**config.mk**
```make
export PLATFORM = sky130hd
export DESIGN_NAME = lbpm_ctrl
export DESIGN_NICKNAME = d
export VERILOG_FILES = /design/src/hdl/lbpm_pkg.sv /design/src/hdl/lbpm_ctrl.sv
export SDC_FILE = /design/constraint.sdc
export NUM_CORES = 1
export LEC_CHECK = 0
export BUFFER_PORTS_ARGS = -buffer_cell sky130_fd_sc_hd__buf_4
export CAP_MARGIN = 20
export CORE_AREA = 4 4 41 43
export DETAILED_ROUTE_END_ITERATION = 7
export DIE_AREA = 0 0 45 47
export PLACE_DENSITY = 0.67
export SYNTH_ARGS = -nofsm -noshare
export SYNTH_HDL_FRONTEND = slang
export SYNTH_SLANG_ARGS = --single-unit
```
**constraint.sdc**
```tcl
create_clock -name clk_i -period 3.2 [get_ports clk_i]
set_input_delay 0.16 -clock clk_i [delete_from_list [all_inputs] [get_ports clk_i]]
set_output_delay 0.16 -clock clk_i [all_outputs]
set_load 0.005 [all_outputs]
```
**src/hdl/lbpm_pkg.sv**
```systemverilog
// ----------------------------------------------------------------------------
// Light bar pair matcher package
// Shared types, constants and a helper function of the pair matcher.
// ----------------------------------------------------------------------------
package lbpm_pkg;

  localparam int unsigned MaxBarsDefault = 32;
  localparam int unsigned CoordW = 16;
  localparam int unsigned AngW = 12;
  localparam int unsigned SumW = 17;
  localparam int unsigned CfgIdxW = 8;
  localparam int unsigned CfgDataW = 16;

  localparam logic [AngW-1:0] HalfTurn = 12'd2880;
  localparam logic [AngW-1:0] QuarterTurn = 12'd1440;

  typedef enum logic [CfgIdxW-1:0] {
    REG_MAX_CENTER_Y_GAP = 8'd0,
    REG_MAX_ANGLE_GAP = 8'd1,
    REG_MIN_LENGTH_RATIO = 8'd2,
    REG_MIN_SPAN_RATIO = 8'd3,
    REG_MAX_SPAN_RATIO = 8'd4,
    REG_MIN_GAP_FACTOR = 8'd5,
    REG_MAX_GAP_FACTOR = 8'd6
  } cfg_reg_e;

  typedef struct packed {
    logic [15:0] max_center_y_gap;
    logic [10:0] max_angle_gap;
    logic [8:0] min_length_ratio;
    logic [11:0] min_span_ratio;
    logic [11:0] max_span_ratio;
    logic [11:0] min_gap_factor;
    logic [11:0] max_gap_factor;
  } cfg_t;

  localparam cfg_t CfgReset = '{
    max_center_y_gap: 16'd320,
    max_angle_gap: 11'd160,
    min_length_ratio: 9'd179,
    min_span_ratio: 12'd256,
    max_span_ratio: 12'd1280,
    min_gap_factor: 12'd256,
    max_gap_factor: 12'd1280
  };

  typedef struct packed {
    logic [CoordW-1:0] cx;
    logic [CoordW-1:0] cy;
    logic [CoordW-1:0] len;
    logic [AngW-1:0] ang;
    logic [CoordW-1:0] tx;
    logic [CoordW-1:0] ty;
    logic [CoordW-1:0] bx;
    logic [CoordW-1:0] by;
  } bar_entry_t;

  typedef struct packed {
    bar_entry_t bar;
    logic final_bar;
  } bar_req_t;

  typedef struct packed {
    logic found;
    logic [CoordW-1:0] left_top_x;
    logic [CoordW-1:0] left_top_y;
    logic [CoordW-1:0] left_bottom_x;
    logic [CoordW-1:0] left_bottom_y;
    logic [CoordW-1:0] right_top_x;
    logic [CoordW-1:0] right_top_y;
    logic [CoordW-1:0] right_bottom_x;
    logic [CoordW-1:0] right_bottom_y;
    logic [SumW-1:0] armor_center_x;
    logic [SumW-1:0] armor_center_y;
    logic run_end;
  } result_t;

  typedef struct packed {
    logic load;
    logic walk_start;
    logic i_next;
    logic j_first;
    logic j_next;
    logic read;
    logic stage1;
    logic stage2;
    logic take;
    logic finish;
  } ctrl_cmd_t;

  typedef struct packed {
    logic i_done;
    logic j_done;
    logic used_i;
    logic used_j;
    logic pair_ok;
    logic out_free;
    logic pend_valid;
  } dp_status_t;

  function automatic logic [CoordW-1:0] abs_diff(input logic [CoordW-1:0] a,
                                                 input logic [CoordW-1:0] b);
    abs_diff = (a > b) ? (a - b) : (b - a);
  endfunction

endpackage

```
**src/hdl/lbpm_ctrl.sv**
```systemverilog
// ----------------------------------------------------------------------------
// Light bar pair matcher controller
// Sequences bar loading, the greedy pair walk and the frame end.
// ----------------------------------------------------------------------------
module lbpm_ctrl (
  input  logic                 clk_i,
  input  logic                 rst_ni,
  input  logic                 bar_valid_i,
  input  logic                 bar_final_i,
  output logic                 bar_ready_o,
  input  lbpm_pkg::dp_status_t status_i,
  output lbpm_pkg::ctrl_cmd_t  cmd_o
);
  import lbpm_pkg::*;

  typedef enum logic [6:0] {
    ST_LOAD   = 7'b0000001,
    ST_SCAN_I = 7'b0000010,
    ST_SCAN_J = 7'b0000100,
    ST_CALC1  = 7'b0001000,
    ST_CALC2  = 7'b0010000,
    ST_DECIDE = 7'b0100000,
    ST_FINISH = 7'b1000000
  } state_e;

  state_e state_q, state_d;

  always_comb begin
    state_d = state_q;
    cmd_o = '0;
    bar_ready_o = 1'b0;
    case (state_q)
      ST_LOAD: begin
        bar_ready_o = 1'b1;
        if (bar_valid_i) begin
          cmd_o.load = 1'b1;
          if (bar_final_i) begin
            cmd_o.walk_start = 1'b1;
            state_d = ST_SCAN_I;
          end
        end
      end
      ST_SCAN_I: begin
        if (status_i.i_done) begin
          state_d = ST_FINISH;
        end else if (status_i.used_i) begin
          cmd_o.i_next = 1'b1;
        end else begin
          cmd_o.j_first = 1'b1;
          state_d = ST_SCAN_J;
        end
      end
      ST_SCAN_J: begin
        if (status_i.j_done) begin
          cmd_o.i_next = 1'b1;
          state_d = ST_SCAN_I;
        end else if (status_i.used_j) begin
          cmd_o.j_next = 1'b1;
        end else begin
          cmd_o.read = 1'b1;
          state_d = ST_CALC1;
        end
      end
      ST_CALC1: begin
        cmd_o.stage1 = 1'b1;
        state_d = ST_CALC2;
      end
      ST_CALC2: begin
        cmd_o.stage2 = 1'b1;
        state_d = ST_DECIDE;
      end
      ST_DECIDE: begin
        if (!status_i.pair_ok) begin
          cmd_o.j_next = 1'b1;
          state_d = ST_SCAN_J;
        end else if (!status_i.pend_valid || status_i.out_free) begin
          cmd_o.take = 1'b1;
          state_d = ST_SCAN_I;
        end
      end
      ST_FINISH: begin
        if (status_i.out_free) begin
          cmd_o.finish = 1'b1;
          state_d = ST_LOAD;
        end
      end
      default: begin
        state_d = ST_LOAD;
      end
    endcase
  end

  always_ff @(posedge clk_i or negedge rst_ni) begin
    if (!rst_ni) begin
      state_q <= ST_LOAD;
    end else begin
      state_q <= state_d;
    end
  end

endmodule

```
; ---- Yosys cells after proc, flatten, opt, wreduce, memory -nomap -nowiden
; Index checks and enable logic that the tools add are counted.
[totals]
ff_bits = 7
latch_bits = 0
mem_bits_rw = 0
mem_bits_ro = 0
input_bits = 11
out_inout_bits = 11
elab_cells = 50
memories = 0
[op_classes]
n_addsub = 0
multipliers = 0
div_mod_pow = 0
magnitude_cmp = 0
eq_ne = 13
n_shift = 0
n_mux = 33
n_bitwise = 0
reduce_logical = 3
[ops]
columns = op, count
row1 = two-way mux 7 bit, 9
row2 = one-hot mux 7 bit (7 select lines), 1
row3 = two-way mux 1 bit, 17
row4 = "inequality test 3 bit, second input constant", 3
row5 = two-way mux 2 bit, 4
row6 = "== test 7 x 1 -> 1 bit, second input constant", 1
row7 = "== test 7 x 2 -> 1 bit, second input constant", 1
row8 = "== test 7 x 3 -> 1 bit, second input constant", 1
row9 = "== test 7 x 4 -> 1 bit, second input constant", 1
row10 = "== test 7 x 5 -> 1 bit, second input constant", 1
row11 = "== test 7 x 6 -> 1 bit, second input constant", 1
row12 = "== test 7 bit, second input constant", 1
row13 = "inequality test 2 bit, second input constant", 3
row14 = AND reduction 6 bit, 1
row15 = one-hot mux 1 bit (2 select lines), 2
row16 = zero test 1 bit, 1
row17 = logical OR 1 bit, 1

; ---- Logic depth before layout (Yosys ltp)
; Gate-level depths: netlist (run 1).
[logic_depth]
depth_word = 5
mapped_depth = 5
depth_no_buf = 4

; ---- Least setup slack after synthesis (run 1)
; No wires, ideal clock.
[synth_path]
path_kind = register to output
start = reg state_q[1]
end = out cmd_o[1] (netlist bit)
arrival_ns = 1.466
required_ns = 3.040
slack_ns = 1.574
stages_incl_launch_ff = 4
path_cell_list = dfrtp_1 -> or4_4 -> and4bb_1 -> a21boi_0
[synth_lines]
columns = item, line
row1 = from (decl), lbpm_ctrl.sv:26  ; state_e state_q, state_d;
row2 = from (signal assigned), lbpm_ctrl.sv:97  ; state_q <= state_d;
row3 = to (decl), lbpm_ctrl.sv:12  ; output lbpm_pkg::ctrl_cmd_t cmd_o

==> flow_metrics.env, run 1 <==
export IMPL_setup_viol=0
export IMPL_power_internal_w=0.000252
export IMPL_seq_area_frac_synth_pct=33.3
export IMPL_fp_dieH_um=47
export IMPL_min_path_type="in2reg"
export IMPL_rows=13
export IMPL_clk_pin_slew_ns=0.05
export IMPL_io_buffers=21
export IMPL_ant_nets=0
export IMPL_post_route_min_period_ns=2.06
export IMPL_crit_fanout=6
export IMPL_crit_arrival_ns=1.90
export IMPL_clk_path_buf_depth=2
export IMPL_cp_start_kind="register"
export IMPL_seqPwrFrac_pct=32.8
export IMPL_drv_slew=0
export IMPL_reg_largest_list="state_q x7"
export IMPL_cts_root_buf="clkbuf_4"
export IMPL_yosys_cell_types_count=31
export IMPL_top_register="state_q"
export IMPL_drive_gt1_share_pct=34.9
export IMPL_synth_fp_nets=73
export IMPL_peakVddDrop_v=0.000307
export IMPL_swShare_pct=36.6
export IMPL_ys_seq_elements=7
export IMPL_power_frac_comb_pct=47.7
export IMPL_clkPwrFrac_pct=19.5
export IMPL_tightest_slew_ns=0.394
export IMPL_gp_congestion=0.818
export IMPL_rsz0062_at_grt="no"
export IMPL_place_hpwl_um=1160
export IMPL_vias_per_cell=5.73
export IMPL_yosysTopAreaCell="dfrtp_1"
export IMPL_clock_skew_ns=0.00264
export IMPL_boundaryPins=22
export IMPL_power_switching_w=0.000146
export IMPL_antennaDiodeCount=0
export IMPL_syn_area_sq_um=531
export IMPL_yosys_top_cells_count="and3_1 (6), dfrtp_1 (6), nand2_1 (4), nor2_1 (4), nor2b_1 (4)"
export IMPL_routed_wirelength_um=1440
export IMPL_period_share_pct=64.3
export IMPL_p_leak_nw=0.368
export IMPL_final_setup_tns_ns=0
export IMPL_cts_made_buffers=3
export IMPL_hold_slack_ns=0.162
export IMPL_power_density_nw_per_um2=541
export IMPL_synth_top_area_share_pct=28.3
export IMPL_route_detailed_drc=0
export IMPL_slew_headroom_pct=73.5
export IMPL_htreeDepth=1
export IMPL_cp_end_kind="primary output"
export IMPL_antenna_found_initial=0
export IMPL_async_flop_share_pct=100
export IMPL_grt_pass1_vias=539
export IMPL_wl_per_cell_um=14.3
export IMPL_via_count=579
export IMPL_largest_reg_flops=7
export IMPL_clk_latency_ns=0.24
export IMPL_status="finished, final reports clean"
export IMPL_dieArea_sq_um=2120
export IMPL_path_class="reg2out"
export IMPL_yosysWarnings=0
export IMPL_syn_avg_cell_area_sq_um=8.56
export IMPL_drv_cap=0
export IMPL_grt_max_degree=11
export IMPL_netlist_instances=62
export IMPL_drt_initial_drc_count=20
export IMPL_grtUsageTotal_pct=15.4
export IMPL_rrSetupSlack_ns=1.45
export IMPL_finalNetCount=98
export IMPL_syn2layout_area_growth_pct=38.7
export IMPL_core_area_sq_um=1300
export IMPL_synth_edf_count=0
export IMPL_ys_top_cells_by_area="dfrtp_1 (28%), and3_1 (7.1%), dfstp_2 (5.0%)"
export IMPL_fmax_mhz=486
export IMPL_initial_core_util_pct=40.8
export IMPL_cts_setup_buffers=0
export IMPL_synth_ff_type="dfrtp_1"
export IMPL_first_pass_iters=5
export IMPL_grt_remaining_overflow=0
export IMPL_cts_tree="built"
export IMPL_grt_pass1_wl_um=2270
export IMPL_cp_data_required_time_ns=3.04
export IMPL_cts_sinks=7
export IMPL_fp_dieW_um=45
export IMPL_finalHoldViolCount=0
## worst paths after layout
path	start	endpoint	cells past startpoint
min in group asynchronous	rst_ni	state_q[2]	2
worst min-delay path	status_i[6]	state_q[6]	2
worst max register to register	state_q[1]	state_q[1]	4
worst min register to register	state_q[6]	state_q[0]	2
worst max-delay path	state_q[1]	cmd_o[1]	4
max in group asynchronous	rst_ni	state_q[0]	2
## stage by stage
stage | std cells | setup WS [ns] | power, W | cell area, sq um | utilization, %
floorplan | 62 | 1.57 | 0.000253 | 531 | -
global placement | 96 | 1.44 | 0.000320 | 699 | 53.8
detailed placement | 96 | 1.41 | 0.000317 | 699 | 53.8
CTS | 101 | 1.14 | 0.000398 | 736 | 56.5
global route | 101 | 1.05 | 0.000429 | 736 | 56.5
finish | 101 | 1.14 | 0.000398 | 736 | 56.5
## repair_timing
item                      CTS  global route
hold buffers                1             0
gates resized for setup     0             0
hold endpoints to repair    7             0
## layer usage
metal / vias up / track usage [%] / routed length, um
li1: 289 / - / -
met1: 263 / 18.8 / 663
met2: 23 / 22.9 / 663
met3: 4 / 3.07 / 71
met4: 0 / 13.5 / 43
met5: - / 0 / 0
## cell families after synthesis
kind of cell           count (synthesis)  share of synthesized area [%]
buffers and inverters                  4                           2.83
AOI/OAI and AO/OA                     12                           17.0
DFF                                    7                           33.3
and+or+nand+nor                       39                           46.9
## area by class of cell
type                            instances  area, sq um
Clock buffer                            4         26.3
Multi-Input combinational cell         51          339
Inverter                                2         7.51
Sequential cell                         7          176
Tap cell                               15         18.8
Timing Repair Buffer                   22          168
Fill cell                             130          566
## cells in the final DEF, fill, tap and decap left out, types with 2 or more instances in the layout
| cell type | instances |
|---|---|
| clkbuf_4 | 3 |
| nor2b_1 | 4 |
| a31o_2 | 2 |
| dfrtp_1 | 6 |
| and2_1 | 3 |
| buf_4 | 21 |
| nor2_1 | 4 |
| inv_1 | 2 |
| nor4_1 | 2 |
| nand2_1 | 4 |
| nor4b_1 | 2 |
| and3_1 | 6 |
| nor3_1 | 3 |
| nor3b_1 | 3 |
| o21ai_0 | 2 |
## worst max-delay path: stages, from the launching register on
cell      delay [ns]
dfrtp_1         0.42
or4_4           0.58
and4bb_1        0.33
a21boi_0        0.19
buf_4           0.13
## power by group through the flow
stage / Clock, W / Sequential, W / Combinational, W
after floorplan: 0 / 0.000126 / 0.000127
after global placement: 0 / 0.000131 / 0.000189
after detailed placement: 0 / 0.000131 / 0.000186
after CTS: 0.0000789 / 0.000130 / 0.000189
after global routing: 0.0000848 / 0.000133 / 0.000210
final: 0.0000774 / 0.000131 / 0.000190
No activity file was read; power rests on OpenSTA's default activity.
==> run 2: changes to the inputs <==
Settings changed: ABC_AREA from default to 1, CORE_AREA 4 4 41 43 to default, CORE_MARGIN from default to 4, CORE_UTILIZATION from default to 42, DIE_AREA 0 0 45 47 to default, PLACE_DENSITY 0.67 to 0.69.
Clock period 3.2 ns to 1.9 ns, I/O delays scaled along.
==> run 2 against run 1 <==
  * Critical path depth up 4
  * Clock power up 72%
  * First-iteration DRC count down 50%
  * Sequential share of layout area down 2.3 points
  * Clock-buffer cell count unchanged
  * Routed wire length down 0.28%
  * Cell count up 40%
  * Combinational power up 94%
  * Power up 80%
  * Largest cell class unchanged
==> flow_metrics.env, run 2 <==
export IMPL_yosys_cell_types_count=18
export IMPL_drive_gt1_share_pct=31.7
export IMPL_layout_common_cells="nand2_1 (27), buf_4 (21), nor2_1 (20), inv_1 (14), nand3_1 (8)"
export IMPL_tightest_slew_ns=0.320
export IMPL_multi_input_area_sq_um=357
export IMPL_power_density_nw_per_um2=881
export IMPL_min_path_type="in2reg"
export IMPL_grt_remaining_overflow=0
export IMPL_clk_path_buf_depth=2
export IMPL_async_flop_share_pct=100
export IMPL_grtUsageTotal_pct=16.7
export IMPL_post_route_min_period_ns=1.59
export IMPL_drv_slew=0
export IMPL_syn2layout_area_growth_pct=35.4
export IMPL_syn_area_sq_um=601
export IMPL_rsz0062_at_grt="no"
export IMPL_grt_pass1_vias=621
export IMPL_synth_edf_count=0
export IMPL_clk_pin_slew_ns=0.05
export IMPL_clock_skew_ns=0.00847
export IMPL_cp_start_kind="register"
export IMPL_route_detailed_drc=0
export IMPL_seq_area_frac_synth_pct=29.4
export IMPL_slew_headroom_pct=78.5
export IMPL_synth_ff_type="dfrtp_1"
export IMPL_crit_arrival_ns=1.50
export IMPL_crit_fanout=5
export IMPL_grt_max_degree=8
export IMPL_boundaryPins=22
export IMPL_final_common_cell="nand2_1"
export IMPL_cts_setup_buffers=0
export IMPL_final_setup_tns_ns=0
export IMPL_fp_dieH_um=45.8
export IMPL_synth_most_common_cell="nand2_1"
export IMPL_cts_sinks=7
export IMPL_yosys_top_cells_count="nand2_1 (27), nor2_1 (20), inv_1 (14), nand3_1 (8), dfrtp_1 (6)"
export IMPL_finalNetCount=138
export IMPL_path_class="reg2out"
export IMPL_drt_initial_drc_count=10
export IMPL_ys_top_cells_by_area="dfrtp_1 (25%), nand2_1 (17%), nor2_1 (13%)"
export IMPL_p_leak_nw=0.462
export IMPL_cp_data_required_time_ns=1.80
export IMPL_synth_fp_nets=111
export IMPL_dieArea_sq_um=2100
export IMPL_first_pass_iters=4
export IMPL_finalHoldViolCount=0
export IMPL_drv_cap=0
export IMPL_initial_core_util_pct=45.6
export IMPL_routed_wirelength_um=1440
export IMPL_place_hpwl_um=1230
export IMPL_synth_top_area_share_pct=25.0
export IMPL_gp_congestion=0.784
export IMPL_yosysWarnings=0
export IMPL_netlist_instances=100
export IMPL_wl_per_cell_um=10.2
export IMPL_cts_root_buf="clkbuf_4"
export IMPL_clk_latency_ns=0.25
export IMPL_setup_viol=0
export IMPL_ys_seq_elements=7
export IMPL_ant_nets=0
export IMPL_cts_tree="built"
export IMPL_grt_pass1_wl_um=2470
export IMPL_reg_largest_list="state_q x7"
export IMPL_syn_avg_cell_area_sq_um=6.01
export IMPL_io_buffers=21
export IMPL_rows=13
export IMPL_htreeDepth=1
export IMPL_vias_per_cell=4.65
export IMPL_core_area_sq_um=1320
export IMPL_cts_made_buffers=3
export IMPL_fillerInstances=129
export IMPL_cp_end_kind="primary output"
export IMPL_cts_hold_buffers=1
export IMPL_yosysTopAreaCell="dfrtp_1"
export IMPL_status="finished, final reports clean"
export IMPL_antenna_found_initial=0
export IMPL_power_w=0.000716
export IMPL_top_register="state_q"
export IMPL_period_share_pct=83.8
export IMPL_antennaDiodeCount=0
export IMPL_via_count=655
export IMPL_cts_resized=0
export IMPL_largest_reg_flops=7
export IMPL_fp_dieW_um=45.8
export IMPL_seqCellArea_sq_um=176
export IMPL_fmax_mhz=628
export IMPL_peakVddDrop_v=0.000697
-- run 2: power by group --
group | total (W) | leakage (nW) | switching, W | internal, W
combinational | 0.000369 | 0.354 | 0.000219 | 0.000150
clock | 0.000133 | 0.0150 | 0.0000529 | 0.0000800
sequential | 0.000214 | 0.0927 | 0.0000290 | 0.000185
-- run 2: per-stage QoR --
stage	utilization, %	worst slack (ns)	std cells	instance area [sq um]	hold WS [ns]
3_5_place_dp	59.0	0.575	136	777	-0.0859
2_1_floorplan	-	0.709	100	601	-0.201
4_1_cts	61.7	0.289	141	813	0.0212
5_1_grt	61.7	0.173	141	813	0.0232
6_report	61.7	0.307	141	813	0.0356
3_3_place_gp	59.0	0.578	136	777	-0.0868
-- run 2: worst paths after layout --
check	from	endpoint	slack (ns)	depth (start not counted)
setup / recovery	state_q[4]	cmd_o[5]	0.31	8
hold / removal	status_i[3]	state_q[3]	0.04	2
hold reg to reg	state_q[2]	state_q[4]	0.61	3
min in group asynchronous	rst_ni	state_q[5]	0.21	2
max in group asynchronous	rst_ni	state_q[0]	1.48	2
setup reg to reg	state_q[4]	state_q[1]	0.60	7
-- run 2: area by class of cell --
class / count / share of cell area (%)
Multi-Input combinational cell: 75 / 43.8
Sequential cell: 7 / 21.7
Timing Repair Buffer: 22 / 20.6
Inverter: 18 / 8.31
Clock buffer: 4 / 3.23
Tap cell: 15 / 2.31
-- run 2: cell families (layout without fill, tap and decap cells) --
kind of cell	after synthesis	count (layout)	share of synthesized area, %
AOI/OAI and AO/OA	4	4	3.33
buffers and inverters	18	44	11.2
DFF	7	7	29.4
and+or+nand+nor	71	71	56.0
-- run 2: routing by layer --
metal | GRT usage [%] | wire, um | up-vias
met2 | 25.6 | 642 | 22
met1 | 21.3 | 690 | 273
met4 | 13.1 | 19 | 0
met5 | 0 | 0 | -
met3 | 1.19 | 85 | 2
li1 | - | - | 358
-- run 2: worst max-delay path, cell delays in order (launching register included) --
cell	delay (ns)
dfrtp_1	0.40
nor2_2	0.18
nand2_4	0.11
nor2_2	0.19
inv_2	0.06
nor2_1	0.08
nand2_1	0.07
nand2_1	0.06
buf_4	0.10
==> run 3: changes to the inputs <==
Settings changed: PLACE_DENSITY 0.69 to 0.71.
Clock period 1.9 ns to 1.3 ns, I/O delays scaled along.
==> run 3 against run 2 <==
  * The flow now finishes with violations (setup timing)
  * Sequential cell count stayed put
  * Largest power group unchanged
  * Largest cell class unchanged
  * Global-route usage is 3.2 points higher
  * Worst setup slack worse by 0.51 ns
  * Clock-buffer cell count stayed put
  * Core utilization is 18 points higher
  * Die area stayed put
  * Worst hold slack worse by 0.024 ns
  * Critical path type unchanged
  * Cell count is 12% higher
  * Critical path depth is 1 lower
==> flow_metrics.env, run 3 (same netlist as run 2, synthesis figures left out) <==
export IMPL_peakVddDrop_v=0.00101
export IMPL_cp_common_cell="buf_4"
export IMPL_post_route_min_period_ns=1.50
export IMPL_use_met1_pct=23.6
export IMPL_fillerInstances=87
export IMPL_routed_wirelength_um=1900
export IMPL_top_usage_layer="met2"
export IMPL_worstPathCellList="inv_1 -> nand2_4 -> buf_4 -> nor2_4 -> inv_2 -> nor3_2 -> buf_4"
export IMPL_critPathSlowestCell="dfrtp_1"
export IMPL_violations="setup timing"
export IMPL_power_w=0.00144
export IMPL_grt_max_degree=8
export IMPL_final_setup_tns_ns=-1.88
export IMPL_met2_usage_pct=36.5
export IMPL_antenna_found_initial=0
export IMPL_final_common_cell="buf_4"
export IMPL_first_pass_iters=4
export IMPL_ant_nets=0
export IMPL_fp_dieW_um=45.8
export IMPL_fmax_mhz=665
export IMPL_gp_congestion=0.831
export IMPL_cts_sinks=7
export IMPL_top_register="state_q"
export IMPL_cts_made_buffers=3
export IMPL_initial_core_util_pct=45.6
export IMPL_seqCellArea_sq_um=176
export IMPL_setup_ws_ns=-0.203
export IMPL_power_switching_w=0.000606
export IMPL_clkPwrFrac_pct=13.5
export IMPL_min_path_type="in2reg"
export IMPL_swShare_pct=42.1
export IMPL_clock_skew_ns=0.00702
export IMPL_cp_start_kind="register"
export IMPL_p_leak_nw=0.559
export IMPL_grt_remaining_overflow=0
export IMPL_finalHoldViolCount=0
export IMPL_core_area_sq_um=1320
export IMPL_drive_gt1_share_pct=53.1
export IMPL_io_buffers=21
export IMPL_use_met3_pct=1.58
export IMPL_placed_area_sq_um=792
export IMPL_cts_tree="built"
export IMPL_cp_end_kind="primary output"
export IMPL_power_internal_w=0.000834
export IMPL_reg_largest_list="state_q x7"
export IMPL_final_util_pct=79.7
export IMPL_grt_pass1_vias=789
export IMPL_dieArea_sq_um=2100
export IMPL_rows=13
export IMPL_syn2layout_area_growth_pct=74.8
export IMPL_drv_slew=0
export IMPL_largest_reg_flops=7
export IMPL_status="finished, violations left"
export IMPL_rrSetupSlack_ns=-0.14
export IMPL_finalNetCount=155
export IMPL_power_frac_comb_pct=64.2
export IMPL_setup_viol=13
export IMPL_vias_per_cell=4.94
export IMPL_clk_latency_ns=0.25
export IMPL_place_hpwl_um=1230
export IMPL_crit_arrival_ns=1.44
export IMPL_htreeDepth=1
export IMPL_seqPwrFrac_pct=22.3
export IMPL_grtUsageTotal_pct=19.9
export IMPL_drv_cap=0
export IMPL_clk_path_buf_depth=2
export IMPL_via_count=781
export IMPL_boundaryPins=22
export IMPL_crit_fanout=5
export IMPL_cts_root_buf="clkbuf_4"
export IMPL_path_class="reg2out"
export IMPL_clk_pin_slew_ns=0.06
export IMPL_multi_input_area_sq_um=455
export IMPL_drt_initial_drc_count=28
export IMPL_rsz0062_at_grt="yes"
export IMPL_period_share_pct=116
export IMPL_route_detailed_drc=0
export IMPL_cp_data_required_time_ns=1.24
export IMPL_slew_headroom_pct=85.2
export IMPL_wl_per_cell_um=12.0
export IMPL_crit_path_max_incr_delay_ns=0.40
export IMPL_grt_pass1_wl_um=3060
export IMPL_layout_common_cells="buf_4 (36), nand2_1 (24), nor2_1 (13), inv_1 (12), nor2_4 (8)"
export IMPL_antennaDiodeCount=0
export IMPL_design_area_sq_um=1050
export IMPL_fp_dieH_um=45.8
export IMPL_power_density_nw_per_um2=1370
export IMPL_tightest_slew_ns=0.222
[run 3: cell types whose count changed in the layout (fill, tap and decap cells not counted), sizes merged]
cell,change
buf,+17
[run 3: routing by layer]
layer | vias up | share of wire, %
li1 | 395 | -
met1 | 350 | 42
met2 | 31 | 52
met3 | 5 | 4.9
met4 | 0 | 1.5
met5 | - | 0
[run 3: cell type report]
type	instances	share of cell area [%]
Multi-Input combinational cell	75	43.4
Timing Repair Buffer	39	28.8
Sequential cell	7	16.8
Inverter	18	6.67
Clock buffer	4	2.50
Tap cell	15	1.79
[run 3: repair_timing]
item                                    in CTS  in global routing
hold buffers                                 1                  0
endpoints found under the setup margin      10                 14
pin swaps                                    9                 11
hold endpoints to repair                     7                  0
resized for setup                           16                 13
setup buffers                               10                  5
[run 3: worst paths after layout]
kind                              from  cells past startpoint    endpoint
hold reg to reg             state_q[1]                      3  state_q[4]
max in group asynchronous       rst_ni                      2  state_q[0]
setup / recovery            state_q[5]                      7    cmd_o[8]
hold / removal             status_i[3]                      2  state_q[3]
min in group asynchronous       rst_ni                      2  state_q[5]
setup reg to reg            state_q[0]                      9  state_q[2]
[run 3: critical path, delay by kind of cell, from the launching register on]
family | cells | cell delay (ns)
buffers and inverters | 4 | 0.49
DFF | 1 | 0.40
and+or+nand+nor | 3 | 0.30
[run 3: per-stage QoR]
| stage | hold slack (ns) | setup slack [ns] | instances |
|---|---|---|---|
| floorplan | -0.231 | 0.109 | 100 |
| global placement | -0.118 | -0.00310 | 138 |
| detailed placement | -0.118 | 0.000108 | 138 |
| CTS | 0.00539 | -0.186 | 153 |
| global route | 0.0146 | -0.277 | 158 |
| finish | 0.0114 | -0.203 | 158 |
[run 3: power groups by stage]
stage / sequential, W / combinational (W) / clock [W]
finish: 0.000321 / 0.000924 / 0.000195
detailed placement: 0.000314 / 0.000562 / 0
global placement: 0.000311 / 0.000558 / 0
floorplan: 0.000310 / 0.000374 / 0
global route: 0.000324 / 0.00101 / 0.000209
CTS: 0.000314 / 0.000811 / 0.000197
